### src/hdl/pol_pkg.sv
// Shared types and constants for the positional ordered list.
// Depends on nothing; every other file imports this package.
`default_nettype none

package pol_pkg;

  // Number of cells in the list.
  localparam int DEPTH   = 16;

  // Fixed field widths of the request and response channels.
  localparam int CMD_W   = 3;
  localparam int POS_W   = 5;
  localparam int VAL_W   = 32;
  localparam int STAT_W  = 2;
  localparam int COUNT_W = 5;

  // Internal element count, comparison width and cell index width.
  localparam int CNT_W   = $clog2(DEPTH + 1);
  localparam int CMP_W   = (CNT_W > POS_W) ? CNT_W : POS_W;
  localparam int IDX_W   = (DEPTH > 1) ? $clog2(DEPTH) : 1;

  typedef enum logic [CMD_W-1:0] {
    CMD_INSERT = 3'd0,
    CMD_REMOVE = 3'd1,
    CMD_APPEND = 3'd2,
    CMD_POP    = 3'd3,
    CMD_READ   = 3'd4
  } pol_cmd_t;

  typedef enum logic [STAT_W-1:0] {
    ST_OK    = 2'd0,
    ST_RANGE = 2'd1,
    ST_FULL  = 2'd2,
    ST_EMPTY = 2'd3
  } pol_status_t;

  // Control broadcast to every cell of the row.
  typedef struct packed {
    logic             ins;
    logic             rem;
    logic [CMP_W-1:0] pos;
    logic [CMP_W-1:0] cnt;
    logic [VAL_W-1:0] val;
  } pol_ctl_t;

endpackage

`default_nettype wire

### src/hdl/pol_if.sv
// Valid/ready channel interfaces for the request and response sides.
// Depends on pol_pkg for the field widths.
`default_nettype none

interface pol_in_if;
  import pol_pkg::*;
  logic                    valid;
  logic                    ready;
  logic [CMD_W-1:0]        cmd;
  logic [POS_W-1:0]        position;
  logic signed [VAL_W-1:0] value;

  modport source (output valid, cmd, position, value, input ready);
  modport sink   (input valid, cmd, position, value, output ready);
endinterface

interface pol_out_if;
  import pol_pkg::*;
  logic                    valid;
  logic                    ready;
  logic [STAT_W-1:0]       status;
  logic [COUNT_W-1:0]      count;
  logic signed [VAL_W-1:0] data_out;

  modport source (output valid, status, count, data_out, input ready);
  modport sink   (input valid, status, count, data_out, output ready);
endinterface

`default_nettype wire

### src/hdl/pol_cell.sv
// One storage cell of the list row; it loads the new value, its left
// neighbor or its right neighbor, or holds. Depends on pol_pkg.
`default_nettype none

module pol_cell
  import pol_pkg::*;
(
  input  wire logic             clk,
  input  wire pol_ctl_t         ctl,
  input  wire logic [CMP_W-1:0] cell_idx,
  input  wire logic [VAL_W-1:0] left_q,
  input  wire logic [VAL_W-1:0] right_q,
  output logic [VAL_W-1:0]      q
);

  logic [VAL_W-1:0] q_r;
  logic [VAL_W-1:0] q_nxt;

  always_comb begin
    q_nxt = q_r;
    if (ctl.ins) begin
      if (cell_idx == ctl.pos) begin
        q_nxt = ctl.val;
      end else if ((cell_idx > ctl.pos) && (cell_idx <= ctl.cnt)) begin
        q_nxt = left_q;
      end
    end else if (ctl.rem) begin
      // Cells from the removed slot up to the one before the tail close the gap.
      if ((cell_idx >= ctl.pos) && ((cell_idx + 1'b1) < ctl.cnt)) begin
        q_nxt = right_q;
      end
    end
  end

  always_ff @(posedge clk) begin
    q_r <= q_nxt;
  end

  assign q = q_r;

endmodule

`default_nettype wire

### src/hdl/positional_ordered_list.sv
// Top level of the positional ordered list: command decode, element count,
// the row of pol_cell instances and the response register. Uses pol_pkg, pol_if.
//
//   channel   | direction | fields
//   in_req    | in        | cmd[2:0], position[4:0], value[31:0] signed
//   out_rsp   | out       | status[1:0], count[4:0], data_out[31:0] signed
//
// For every request, all cells shift in parallel at the accepting
// edge and the response is registered at the same edge.
// A new request is taken while the previous response is being taken, so one
// request per cycle is sustained when the response side keeps ready high.
// Reset clears the count and response valid and refuses requests; cells keep their data.
// A stalled response holds and blocks further requests until it is taken.
`default_nettype none

module positional_ordered_list
  import pol_pkg::*;
(
  input  wire logic  clk,
  input  wire logic  rst_n,
  pol_in_if.sink     in_req,
  pol_out_if.source  out_rsp
);

  logic [CNT_W-1:0]   count_r;
  logic [CNT_W-1:0]   count_nxt;
  logic               out_valid_r;
  logic [STAT_W-1:0]  status_r;
  logic [COUNT_W-1:0] count_out_r;
  logic [VAL_W-1:0]   data_r;

  logic [VAL_W-1:0]   cell_q [DEPTH];
  pol_ctl_t           ctl;

  logic               accept;
  logic               ins_req;
  logic               rem_req;
  logic               rd_req;
  logic [CMP_W-1:0]   cnt_e;
  logic [CMP_W-1:0]   pos_e;
  logic [CMP_W-1:0]   pos_sel;
  logic               ins_ok;
  logic               get_ok;
  pol_status_t        status_nxt;
  logic [VAL_W-1:0]   data_nxt;
  logic [CMP_W-1:0]   count_ext;

  assign in_req.ready = rst_n && (!out_valid_r || out_rsp.ready);
  assign accept       = in_req.valid && in_req.ready;

  assign cnt_e = CMP_W'(count_r);
  assign pos_e = CMP_W'(in_req.position);

  always_comb begin
    ins_req = 1'b0;
    rem_req = 1'b0;
    rd_req  = 1'b0;
    pos_sel = pos_e;
    case (in_req.cmd)
      CMD_INSERT: begin
        ins_req = 1'b1;
      end
      CMD_APPEND: begin
        ins_req = 1'b1;
        pos_sel = cnt_e;
      end
      CMD_REMOVE: begin
        rem_req = 1'b1;
      end
      CMD_POP: begin
        rem_req = 1'b1;
        pos_sel = (cnt_e == '0) ? '0 : (cnt_e - 1'b1);
      end
      CMD_READ: begin
        rd_req = 1'b1;
      end
      default: begin
        pos_sel = pos_e;
      end
    endcase
  end

  always_comb begin
    status_nxt = ST_OK;
    ins_ok     = 1'b0;
    get_ok     = 1'b0;
    data_nxt   = '0;
    if (ins_req) begin
      if (cnt_e >= CMP_W'(DEPTH)) begin
        status_nxt = ST_FULL;
      end else if (pos_sel > cnt_e) begin
        status_nxt = ST_RANGE;
      end else begin
        ins_ok = 1'b1;
      end
    end else if (rem_req || rd_req) begin
      if (cnt_e == '0) begin
        status_nxt = ST_EMPTY;
      end else if (pos_sel >= cnt_e) begin
        status_nxt = ST_RANGE;
      end else begin
        get_ok   = 1'b1;
        data_nxt = cell_q[pos_sel[IDX_W-1:0]];
      end
    end
  end

  always_comb begin
    count_nxt = count_r;
    if (accept && ins_ok) begin
      count_nxt = count_r + 1'b1;
    end else if (accept && get_ok && rem_req) begin
      count_nxt = count_r - 1'b1;
    end
  end

  assign count_ext = CMP_W'(count_nxt);

  assign ctl.ins = accept && ins_ok;
  assign ctl.rem = accept && get_ok && rem_req;
  assign ctl.pos = pos_sel;
  assign ctl.cnt = cnt_e;
  assign ctl.val = in_req.value;

  for (genvar i = 0; i < DEPTH; i++) begin : g_cell
    logic [VAL_W-1:0] left_q;
    logic [VAL_W-1:0] right_q;

    if (i == 0) begin : g_head
      assign left_q = in_req.value;
    end else begin : g_body
      assign left_q = cell_q[i-1];
    end

    if (i == DEPTH - 1) begin : g_tail
      assign right_q = '0;
    end else begin : g_inner
      assign right_q = cell_q[i+1];
    end

    pol_cell u_cell (
      .clk      (clk),
      .ctl      (ctl),
      .cell_idx (CMP_W'(i)),
      .left_q   (left_q),
      .right_q  (right_q),
      .q        (cell_q[i])
    );
  end

  always_ff @(posedge clk) begin
    if (!rst_n) begin
      count_r     <= '0;
      out_valid_r <= 1'b0;
    end else begin
      count_r <= count_nxt;
      if (accept) begin
        out_valid_r <= 1'b1;
      end else if (out_rsp.ready) begin
        out_valid_r <= 1'b0;
      end
    end
  end

  always_ff @(posedge clk) begin
    if (accept) begin
      status_r    <= status_nxt;
      count_out_r <= count_ext[COUNT_W-1:0];
      data_r      <= data_nxt;
    end
  end

  assign out_rsp.valid    = out_valid_r;
  assign out_rsp.status   = status_r;
  assign out_rsp.count    = count_out_r;
  assign out_rsp.data_out = data_r;

  a_count_bound: assert property (@(posedge clk) disable iff (!rst_n)
    CMP_W'(count_r) <= CMP_W'(DEPTH))
    else $error("element count exceeds the number of cells");

  a_count_step: assert property (@(posedge clk) disable iff (!rst_n)
    $past(rst_n) |-> (count_r == $past(count_r)) ||
                     (count_r == ($past(count_r) + 1'b1)) ||
                     (count_r == ($past(count_r) - 1'b1)))
    else $error("element count moved by more than one");

  a_count_idle: assert property (@(posedge clk) disable iff (!rst_n)
    !accept |=> $stable(count_r))
    else $error("element count changed without a request");

  a_data_zero: assert property (@(posedge clk) disable iff (!rst_n)
    (out_valid_r && (status_r != ST_OK)) |-> (data_r == '0))
    else $error("failed request returned nonzero data");

endmodule

`default_nettype wire
### src/flat_wrapper.sv
// flat-port wrapper written by rule: the top's interface ports become plain ports
module positional_ordered_list_flat import pol_pkg::*;
  (clk, rst_n, in_req_valid, in_req_cmd, in_req_position, in_req_value, in_req_ready, out_rsp_valid, out_rsp_status, out_rsp_count, out_rsp_data_out, out_rsp_ready);
  pol_in_if in_req_i ();
  pol_out_if out_rsp_i ();
  input  wire logic clk;
  input  wire logic rst_n;
  input wire logic [$bits(in_req_i.valid)-1:0] in_req_valid;
  input wire logic [$bits(in_req_i.cmd)-1:0] in_req_cmd;
  input wire logic [$bits(in_req_i.position)-1:0] in_req_position;
  input wire logic [$bits(in_req_i.value)-1:0] in_req_value;
  output wire logic [$bits(in_req_i.ready)-1:0] in_req_ready;
  output wire logic [$bits(out_rsp_i.valid)-1:0] out_rsp_valid;
  output wire logic [$bits(out_rsp_i.status)-1:0] out_rsp_status;
  output wire logic [$bits(out_rsp_i.count)-1:0] out_rsp_count;
  output wire logic [$bits(out_rsp_i.data_out)-1:0] out_rsp_data_out;
  input wire logic [$bits(out_rsp_i.ready)-1:0] out_rsp_ready;
  assign in_req_i.valid = in_req_valid;
  assign in_req_i.cmd = in_req_cmd;
  assign in_req_i.position = in_req_position;
  assign in_req_i.value = in_req_value;
  assign in_req_ready = in_req_i.ready;
  assign out_rsp_valid = out_rsp_i.valid;
  assign out_rsp_status = out_rsp_i.status;
  assign out_rsp_count = out_rsp_i.count;
  assign out_rsp_data_out = out_rsp_i.data_out;
  assign out_rsp_i.ready = out_rsp_ready;
  positional_ordered_list u_core (.clk(clk), .rst_n(rst_n), .in_req(in_req_i), .out_rsp(out_rsp_i));
endmodule
### config.mk
export PLATFORM = sky130hd
export DESIGN_NAME = positional_ordered_list_flat
export DESIGN_NICKNAME = d
export VERILOG_FILES = /design/src/hdl/pol_pkg.sv /design/src/hdl/pol_if.sv /design/src/hdl/pol_cell.sv /design/src/hdl/positional_ordered_list.sv /design/src/flat_wrapper.sv
export SDC_FILE = /design/constraint.sdc
export NUM_CORES = 1
export LEC_CHECK = 0
export ABC_CLOCK_PERIOD_IN_PS = 14700
export BUFFER_PORTS_ARGS = -buffer_cell sky130_fd_sc_hd__buf_4
export CAP_MARGIN = 20
export CELL_PAD_IN_SITES_DETAIL_PLACEMENT = 1
export CELL_PAD_IN_SITES_GLOBAL_PLACEMENT = 2
export CORE_AREA = 2 2 288 290
export CTS_CLUSTER_SIZE = 12
export DETAILED_ROUTE_END_ITERATION = 7
export DIE_AREA = 0 0 290 292
export GPL_ROUTABILITY_DRIVEN = 0
export PLACE_DENSITY_LB_ADDON = 0.25
export SETUP_SLACK_MARGIN = 0.3
export SLEW_MARGIN = 20
export SYNTH_ARGS = -nofsm -noshare
export SYNTH_HDL_FRONTEND = slang
export SYNTH_SLANG_ARGS = --single-unit
### constraint.sdc
create_clock -name clk -period 14.7 [get_ports clk]
set_input_delay 0 -clock clk [delete_from_list [all_inputs] [get_ports clk]]
set_output_delay 0 -clock clk [all_outputs]
set_load 0.02 [all_outputs]
[Word-level counts from Yosys, hierarchy flattened]
Index checks and enable logic that the tools add are counted.
Cells by class
  add/sub/neg operators: 2
  multiply operators: 0
  reduce and logical (&&, ||, !) cells: 80
  $lt $le $gt $ge: 68
  mux-type cells: 105
  eq/ne operators: 35
  shift-type cells: 0
  bitwise gates (word level): 2
  divide/modulo/power cells: 0
Operators with widths (number)
  two-way mux 32 bit: 82
  binary-select mux 32 bit (select 4 bit): 1
  != test 3 bit (second input constant): 16
  AND reduction 3 bit: 16
  == test 4 x 5 -> 1 bit (first input constant): 8
  >= comparator 4 x 5 -> 1 bit (first input constant): 8
  greater-than comparator 4 x 5 -> 1 bit (first input constant): 8
  <= comparator 4 x 5 -> 1 bit (first input constant): 8
  less-than comparator 4 x 5 -> 1 bit (first input constant): 8
  logical AND 1 bit: 37
  nonzero test 2 bit: 18
  == test 3 x 5 -> 1 bit (first input constant): 4
  >= comparator 3 x 5 -> 1 bit (first input constant): 4
  greater-than comparator 3 x 5 -> 1 bit (first input constant): 4
  <= comparator 3 x 5 -> 1 bit (first input constant): 4
  less-than comparator 3 x 5 -> 1 bit (first input constant): 4
  two-way mux 5 bit: 3
  two-way mux 1 bit: 14
  == test 2 x 5 -> 1 bit (first input constant): 2
  >= comparator 1 x 5 -> 1 bit (first input constant): 2
  >= comparator 2 x 5 -> 1 bit (first input constant): 2
  >= comparator 5 bit (second input constant): 2
  greater-than comparator 1 x 5 -> 1 bit (first input constant): 2
  greater-than comparator 2 x 5 -> 1 bit (first input constant): 2
  23 further kinds: 33
Storage, ports and cells
  bits in read-only memories: 0
  input bits: 44
  memory bits (writable): 0
  latch bits: 0
  memories: 0
  bits in registers: 557

[Depth between registers and ports, before layout]
Gate-level depths: netlist of run 1.
  depth after elaboration: 12
  gate-level depth with buffers: 22
  gate-level depth less buffers: 14

[Modules after synthesis]
From an unflattened synthesis of run 1, not the netlist that was laid out.
Second synthesis, totals
  cell total of the unflattened synthesis: 3936
  area, all modules: 40437.5 µm²
Modules (own cells, without submodules)
  pol_cell (u_core.g_cell[0].u_cell ...): cells an instance 191, area each 2077.0 µm², instances 13
  positional_ordered_list: cells an instance 880, area each 7209.4 µm², instances 1
  pol_cell (u_core.g_cell[7].u_cell ...): cells an instance 191, area each 2075.7 µm², instances 3

[Worst setup path after synthesis of run 1]
OpenSTA, ideal clock, no wires.
  path type: reg2reg
  from: register u_core.count_r[1], in the netlist u_core.cnt_e[1]
  to: register u_core.g_cell[0].u_cell.q_r[0], enable pin
  setup slack: 7.160 ns
  period minus slack after synthesis: 7.540 ns
  cell stages (with the launch flop): 21
  arrival: 7.038 ns
  required time: 14.198 ns
  buffers on the path: 7
  cell sequence: dfxtp_1 clkbuf_1 inv_1 ha_1 nor4b_4 o311ai_0 o21ai_2 inv_1 buf_4 buf_2 clkbuf_1 ha_1 nor2b_1 o21ai_0 nand2_1 a211o_1 clkbuf_1 clkbuf_1 clkbuf_1 o211a_1 nor4_1
On the way
  longest elaborated chain between the ends: 12
  elaborated cells between the ends (all ways): 28
  those cells by class: 1 x add/sub; 7 x order compare; 1 x eq/ne; 9 x mux; 10 x reduce/logical
RTL lines
  start, declared: line positional_ordered_list.sv:25  | logic [CNT_W-1:0] count_r;
  start signal, assigned: line positional_ordered_list.sv:156  | count_r <= count_nxt;
  subtractor 5 x 1 -> 5 bit / zero test 5 bit (equally long branches): line positional_ordered_list.sv:72, positional_ordered_list.sv:97
  two-way mux 5 bit: line positional_ordered_list.sv:72  | pos_sel = (cnt_e == '0) ? '0 : (cnt_e - 1'b1);
  case mux 5 bit (2 select lines): line positional_ordered_list.sv:59  | case (in_req.cmd)
  >= comparator 5 bit: line positional_ordered_list.sv:99  | end else if (pos_sel >= cnt_e) begin
  two-way mux 1 bit: line positional_ordered_list.sv:99
  two-way mux 1 bit: line positional_ordered_list.sv:97  | if (cnt_e == '0) begin
  two-way mux 1 bit: line positional_ordered_list.sv:96  | end else if (rem_req || rd_req) begin
  two-way mux 1 bit: line positional_ordered_list.sv:88  | if (ins_req) begin
  logical AND 1 bit (2 in a row): line positional_ordered_list.sv:120  | assign ctl.rem = accept && get_ok && rem_req;
  nonzero test 2 bit (no source line)
  AND reduction 3 bit (no source line) *
  end signal, assigned: line pol_cell.sv:36  | q_r <= q_nxt;
  end, declared: line pol_cell.sv:16  | logic [VAL_W-1:0] q_r;
Every way passes the cells marked *; elsewhere a longest branch is shown, timed or not.
A chain may end at the register's enable or synchronous reset.

[Worst setup path in the final report of run 1]
  from: register u_core.count_r[1], in the netlist u_core.cnt_e[1]
  to: register u_core.g_cell[5].u_cell.q_r[13] (data pin)
On the way
  longest elaborated chain between the ends: 9
  elaborated cells between the ends (all ways): 13
  those cells by class: 1 x add/sub; 2 x order compare; 1 x eq/ne; 7 x mux; 2 x reduce/logical
RTL lines
  subtractor 5 x 1 -> 5 bit / zero test 5 bit (equally long branches): line positional_ordered_list.sv:72
  two-way mux 5 bit: line positional_ordered_list.sv:72
  case mux 5 bit (2 select lines): line positional_ordered_list.sv:59
  greater-than comparator 5 bit: line positional_ordered_list.sv:91  | end else if (pos_sel > cnt_e) begin
  two-way mux 1 bit: line positional_ordered_list.sv:91
  two-way mux 1 bit: line positional_ordered_list.sv:89  | if (cnt_e >= CMP_W'(DEPTH)) begin
  two-way mux 1 bit: line positional_ordered_list.sv:88
  logical AND 1 bit: line positional_ordered_list.sv:119  | assign ctl.ins = accept && ins_ok;
  two-way mux 32 bit *: line pol_cell.sv:21  | if (ctl.ins) begin
  named net u_core.g_cell[5].u_cell.q_nxt[13]: line pol_cell.sv:17  | logic [VAL_W-1:0] q_nxt;
  end signal, assigned: line pol_cell.sv:36
  end, declared: line pol_cell.sv:16
The timed path passes the listed nets; every way through them passes the cells marked *.

==> results of run 1 <==
-- cells by family after synthesis --
group,share of synthesized area
buffers and inverters,0.0440
multiplexers,0.186
flip-flops,0.514
XOR/XNOR,0.00108
adder cells (fa/ha/maj),0.00386
AND/OR/NAND/NOR,0.115
AO/OA/AOI/OAI,0.136
-- area by class of cell --
cell class | instances | area [sq um]
clock inverters | 34 | 170
inverters | 12 | 52.6
flip-flops and latches | 557 | 16700
well taps | 1070 | 1340
multi-input cells | 2241 | 14600
diodes | 2 | 5.00
clock buffers | 93 | 1920
fillers | 8727 | 45200
repair buffers | 190 | 1580
-- state kept, by name, indices dropped and copies added, names as in the netlist --
name and cells:
u_core.g_cell.u_cell.q 512, u_core.out_rsp.data_out 32, u_core.cnt_e 5, u_core.out_rsp.count 5
u_core.out_rsp.status 2, u_core.out_rsp.valid 1
-- routing by layer --
metal  up-vias  global-route usage  routed length, um
li1      11350                   -                  -
met1     13399               0.392              53500
met2      1017               0.488              60300
met3       228              0.0431               8620
met4         2              0.0938               3600
met5         -                   0                 12
-- where the power goes --
group	switching, mW	internal [mW]	total, mW
sequential	0.00572	1.74	1.74
clock	0.710	0.919	1.63
combinational	0.266	0.125	0.390
total	0.981	2.78	3.76
-- cells in the mapped netlist (3+ instances only) --
cell type,number
nand2_1,780
edfxtp_1,551
mux2i_1,488
o21ai_0,405
clkbuf_1,170
o21ai_1,104
a21oi_1,92
buf_2,50
a221o_1,42
buf_4,41
nand3_1,41
mux4_2,37
nor2_1,31
mux2_2,27
a31oi_1,18
a221oi_1,16
a32oi_1,16
a311oi_1,15
buf_6,14
a211oi_1,12
ha_1,10
nor3_1,9
inv_1,8
buf_1,7
nand2b_1,7
a2111oi_2,6
and2_1,6
dfxtp_1,6
or3_1,6
nand3_2,5
a2111oi_1,4
o211ai_1,4
o22a_1,4
o22ai_1,4
xnor2_1,4
a21o_1,3
a22oi_1,3
nand2_2,3
nor2_2,3
nor3_2,3
nor3_4,3
nor4_1,3
-- final timing paths --
kind | start | cells after the start | slack, ps | end
setup / recovery | u_core.cnt_e[1] | 17 | 7540 | u_core.g_cell[5].u_cell.q[13]
hold reg to reg | u_core.g_cell[15].u_cell.q[7] | 2 | 560 | u_core.g_cell[14].u_cell.q[7]
hold / removal | in_req_cmd[1] | 4 | 90 | u_core.out_rsp.status[0]
setup reg to reg | u_core.cnt_e[1] | 17 | 7540 | u_core.g_cell[5].u_cell.q[13]
-- critical path: cells and delay by family, from the launching register on --
family | cells | cell delay (ps)
AOI/OAI and AO/OA | 5 | 1670
adders and majority gates | 2 | 530
buffers and inverters | 7 | 3360
DFF | 1 | 650
and+or+nand+nor | 3 | 560
-- what timing repair did --
item / CTS / global route
endpoints found under the setup margin: 0 / 0
endpoints found under the hold margin: 519 / 0
hold buffers: 38 / 0
-- cell usage in the layout (no fill, tap or decap), types with 15 or more instances in the layout --
cell type      synthesis  layout
a221oi_1              16      15
clkinv_1               1      20
dlygate4sd3_1          0      38
nand3_1               41      40
buf_4                 41     148
o21ai_1              104     104
mux4_2                37      37
a221o_1               42      42
nor2_1                31      30
edfxtp_1             551     551
clkbuf_16              0      74
mux2_2                27      27
a31oi_1               18      17
o21ai_0              405     405
mux2i_1              488     488
a21oi_1               92      92
nand2_1              780     778
a311oi_1              15      15
a32oi_1               16      16
clkbuf_1             170      19
==> results by group, run 1 <==
Clock network
  • CTS clk-pin slew, worst paths: ~60 ps
  • Cts bufs inserted: 70
  • Max H-tree Level: 3
  • Root Buffer: clkbuf_16
  • Max clock buf depth: 3
  • CTS resizes: 0
  • Post-CTS Setup Bufs: 0
  • CTS tree: built
  • Clock Sinks: around 560
  • Clock latency at the later pin of the worst-skew pair: around 620 ps

Cells and area
  • Area Growth Syn to Fin: 12.1%
  • Share of layout cells above drive strength 1: 0.117
  • Post-Route Utilization: 0.445
  • Non-Filler Instances: 4199
  • Final Cell Area: 36300 sq um
  • # nets final: between 3000 and 4000

Synthesis
  • Register area share after synthesis: 0.514
  • Yosys cell types: between 60 and 70
  • Syn nets: between 3000 and 4000
  • Mapped Area: approximately 32000 sq um
  • Area contributors post-synth: edfxtp_1, mux2i_1, nand2_1
  • Post-synth top area share: 0.510
  • Cells after Synth: 3092
  • Avg Cell Area, Syn: roughly 10 sq um
  • Top FF cell, synth: edfxtp_1
  • Asr flop ratio synth: 0
  • Number of synthesized flops with an enable pin: approximately 550
  • Post-synth top area cell: edfxtp_1
  • Synthesis-stage register bit count: between 500 and 600
  • YS warnings: 0

Critical path
  • Critical Path Fanout Max: between 100 and 150
  • CP Launch Type: flop
  • Critical path capture point type: flop
  • Crit-path cells: inv_1 > ha_1 > nor4b_4 > o311ai_0 > o21ai_4 > buf_4 > inv_4 > ha_1 > nor2b_1 > o21ai_0 > nand2_1 > a211o_4 > buf_4 > buf_4 > buf_4 > buf_16 > o21ai_0
  • Worst EP arrival: between 7000 and 8000 ps
  • Req. time, crit path: 15040 ps
  • Slowest stage delay, CP: 840 ps
  • Worst Path Class, Setup: reg -> reg
  • Worst path slowest cell: buf_4
  • Cell mode on critical path: buf_4

Place
  • Dpl cells: just over 4000
  • Post-DP HPWL: approximately 68 mm
  • I/O Buffers: 84
  • Setup WS pre-CTS: 7400 ps
  • DP Area: ~34000 sq um

Pwr
  • Pleak: 15.0 nW
  • Power Total: about 3.8 mW
  • PD cells: slightly above 100 nW/um^2
  • Peak VDD IR: around 0.066 mV

Floorplan
  • Die height: 292 um
  • Die W: approximately 290 um
  • I/O Pins: 85
  • Full die area: between 80000 and 90000 sq um
  • Initial Util: 0.397
  • Number of cell rows: 105
  • Core footprint: ~82000 sq um

Drt
  • Detailed Routing Iterations Pass 1: 6
  • Routed Antenna Nets: 0
  • Wire length per cell: between 30 and 40 um
  • Routed Wire Length: around 130 mm
  • Vias per Instance: ~6.2
  • Initial DRC count: approximately 2900
  • DRC viols: 0
  • Vias: about 26000

Global routing
  • Global-route wire length before repair: roughly 180 mm
  • Tot GR Track Use: 0.292
  • Largest net degree at the start of global routing: ~250
  • Number of global-route vias before repair: approximately 27000
  • GR Overflow Total: 0
  • Antenna violations before repair: 5

STA
  • Achievable Freq: about 140 MHz
  • Fin. max-slew vios: 0
  • Final setup fails: 0
  • Setup WS post-layout: 7540 ps
  • Clk_skew: 27.7 ps
  • Min Hold Slack: between 90 and 100 ps
  • RSZ-0062 raised after global routing: false
  • Worst-margin pin slew: 1130 ps
  • Period utilization: 0.487
  • Setup TNS Final: 0 ps
  • Min Clock Period, post-route: 7160 ps
  • Final Hold Vio Count: 0
  • Max_slew headroom: 0.245

Run status
  • Outcome: complete, no violations

Hold path
  • Type of the worst min-delay path: in -> reg

Job
  • Max Cap Violations: 0
(Power assumes the default switching activity.)
==> run 2: changes to the inputs <==
Settings changed: ABC_CLOCK_PERIOD_IN_PS 14700 to 6900.
Clock period 14.7 ns to 6.9 ns, I/O delays scaled along.
==> run 2 against run 1 <==
Net effect:
- hold slack gained 5.1 ps
- sequential power grew 110%
- clock skew shrank 7.9 ps
- count of clock-buffer cells in the layout grew 2
- critical endpoint is now u_core.g_cell[10].u_cell.q[1]
- flip-flop and latch count is the same
- via count shrank 1.0%
- largest cell class unchanged
==> results by group, run 2 (synthesis results as in run 1) <==
STA
  • Fin. max-slew vios: 0 (unchanged)
  • Min Hold Slack: 98.8 ps (+5.08 ps)
  • Clk_skew: 19.7 ps (-7.91 ps)
  • Setup WS post-layout: 1160 ps (-6370 ps)
  • Setup TNS Final: 0 ps (unchanged)
  • Final setup fails: 0 (unchanged)
  • RSZ-0062 raised after global routing: false
  • Min Clock Period, post-route: 5740 ps (-1430 ps)
  • Achievable Freq: 174 MHz (+25%)
  • Max_slew headroom: 0.227 (-0.0186)
  • Final Hold Vio Count: 0 (unchanged)
  • Period utilization: 0.831 (+0.344)
  • Worst-margin pin slew: 1160 ps (+30.6 ps)

Critical path
  • Worst EP arrival: 5960 ps (-1550 ps)
  • Slowest stage delay, CP: 870 ps (+30 ps)
  • Critical path capture point type: flop
  • Crit path depth: 14 (-3)
  • Cell family with most CP delay: compound AO/OA/AOI/OAI gates
  • Worst Path Buf+Inv: 3 (-4)
  • Critical Path Fanout Max: 33 (-68%)
  • CP Launch Type: flop
  • Cell depth of the worst flop-to-flop path: 14 (-3)
  • Crit-path cells: inv_1 > ha_1 > nor4b_4 > o311ai_0 > o21ai_4 > inv_4 > ha_1 > nor2b_1 > o21ai_0 > nand2_1 > nor3_1 > o21ai_0 > a221oi_4 > buf_4
  • Worst path slowest cell: nor3_1
  • Req. time, crit path: 7130 ps (-7910 ps)
  • Worst Path Class, Setup: reg -> reg

Drt
  • Vias per Instance: 6.13 (-0.97%)
  • Max Used Layer: met4
  • Wl on met1: 52.5 mm (-1.7%)
  • DRC viols: 0 (unchanged)
  • Vias: 25737 (-1.0%)
  • Wire length per cell: 29.2 um (-2.8%)
  • Detailed Routing Iterations Pass 1: 5 (-1)
  • Routed Antenna Nets: 0 (unchanged)
  • Met3 wire len: 6.28 mm (-27%)
  • Met2 routed WL: 59.1 mm (-1.9%)
  • Routed Wire Length: 122 mm (-2.9%)
  • Initial DRC count: 2310 (-20%)

Place
  • Setup WS pre-CTS: 1300 ps (-6100 ps)
  • DP Area: 34000 sq um (+0.41%)
  • Post-DP HPWL: 69.2 mm (+1.6%)
  • Dpl cells: 4036 (+0.15%)
  • I/O Buffers: 84 (unchanged)

Global routing
  • Largest net degree at the start of global routing: 277 (+12%)
  • GR Overflow Total: 0 (unchanged)
  • Global-route wire length before repair: 180 mm (-2.1%)
  • Antenna violations before repair: 2 (-3)
  • Tot GR Track Use: 0.285 (-0.00745)
  • Number of global-route vias before repair: 26687 (+0.60%)

Cells and area
  • Max reg flops: 512 (unchanged)
  • Non-Filler Instances: 4198 (-0.024%)
  • Post-Route Utilization: 0.448 (+0.00225)
  • # nets final: 3131 (+0.16%)
  • Share of layout cells above drive strength 1: 0.119 (+0.00160)
  • Commonest non-fill, non-tap cells in the layout: nand2_1, edfxtp_1, mux2i_1
  • Commonest non-fill, non-tap cell in the layout: nand2_1
  • Final Cell Area: 36500 sq um (+0.51%)
  • Area Growth Syn to Fin: 12.6%

Clock network
  • Root Buffer: clkbuf_16
  • CTS clk-pin slew, worst paths: 60 ps (about the same)
  • Clock latency at the later pin of the worst-skew pair: 610 ps (about the same)
  • CTS tree: built
  • CTS resizes: 0 (unchanged)
  • Post-CTS Setup Bufs: 0 (unchanged)
  • Max clock buf depth: 3 (unchanged)
  • Clock Sinks: 557 (unchanged)
  • Cts bufs inserted: 70 (unchanged)
  • Max H-tree Level: 3 (unchanged)

Pwr
  • Power Total: 8.13 mW (+120%)
  • Peak VDD IR: 0.129 mV (+94%)
  • PD cells: 223 nW/um^2 (+120%)
  • Pleak: 15.1 nW (+0.67%)

Floorplan
  • Full die area: 84700 sq um (unchanged)
  • Die W: 290 um (unchanged)
  • Number of cell rows: 105 (unchanged)
  • Core footprint: 81600 sq um (unchanged)
  • Die height: 292 um (unchanged)
  • I/O Pins: 85 (unchanged)
  • Initial Util: 0.397 (unchanged)

Hold path
  • Type of the worst min-delay path: in -> reg
  • Worst hold stages: 4 (unchanged)

Job
  • Max Cap Violations: 0 (unchanged)

Run status
  • Outcome: complete, no violations
[run 2: changes by cell type in the layout (fill, tap and decap cells not counted), moves of 2 or more]
cell / delta
nor2_2: +2
buf_4: -2
inv_6: -2
clkinv_1: -6
buf_12: +7
nor2_4: -2
clkbuf_8: +3
bufinv_16: +4
[run 2: layout make-up]
class                      instances  area [sq um]
fill                            8845         45100
tap                             1070          1340
multi-input combinational       2241         14600
clock inverter                    27           221
clock buffer                      95          1940
antenna                            1          2.50
inverter                          12          52.6
timing repair buffer             195          1700
sequential                       557         16700
[run 2: worst paths after layout]
path / start / endpoint / slack (ps)
worst max-delay path: u_core.cnt_e[1] / u_core.g_cell[10].u_cell.q[1] / 1160
worst min-delay path: in_req_cmd[0] / u_core.out_rsp.status[1] / 100
worst max register to register: u_core.cnt_e[1] / u_core.g_cell[10].u_cell.q[1] / 1160
worst min register to register: u_core.g_cell[15].u_cell.q[17] / u_core.g_cell[14].u_cell.q[17] / 560
[run 2: metal layers]
metal / GRT usage / vias up
met5: 0 / -
met4: 0.103 / 0
li1: - / 11378
met1: 0.377 / 13306
met3: 0.0338 / 225
met2: 0.482 / 828
[run 2: worst register-to-register path: cells and delay by family (launching register included)]
kind	cells	cell delay, ps
AOI/OAI and AO/OA	5	1640
DFF	1	630
adders and majority gates	2	640
buffers and inverters	3	1000
and+or+nand+nor	4	1390
[run 2: where the power goes]
part	internal [mW]	leakage [nW]	switching, mW
combinational	0.267	9.09	0.561
sequential	3.70	4.98	0.0112
clock	2.11	1.06	1.48
[run 2: what timing repair did]
| action | CTS | global route |
|---|---|---|
| endpoints found under the setup margin | 0 | 0 |
| hold buffers | 38 | 0 |
| hold endpoints to repair | 516 | 0 |
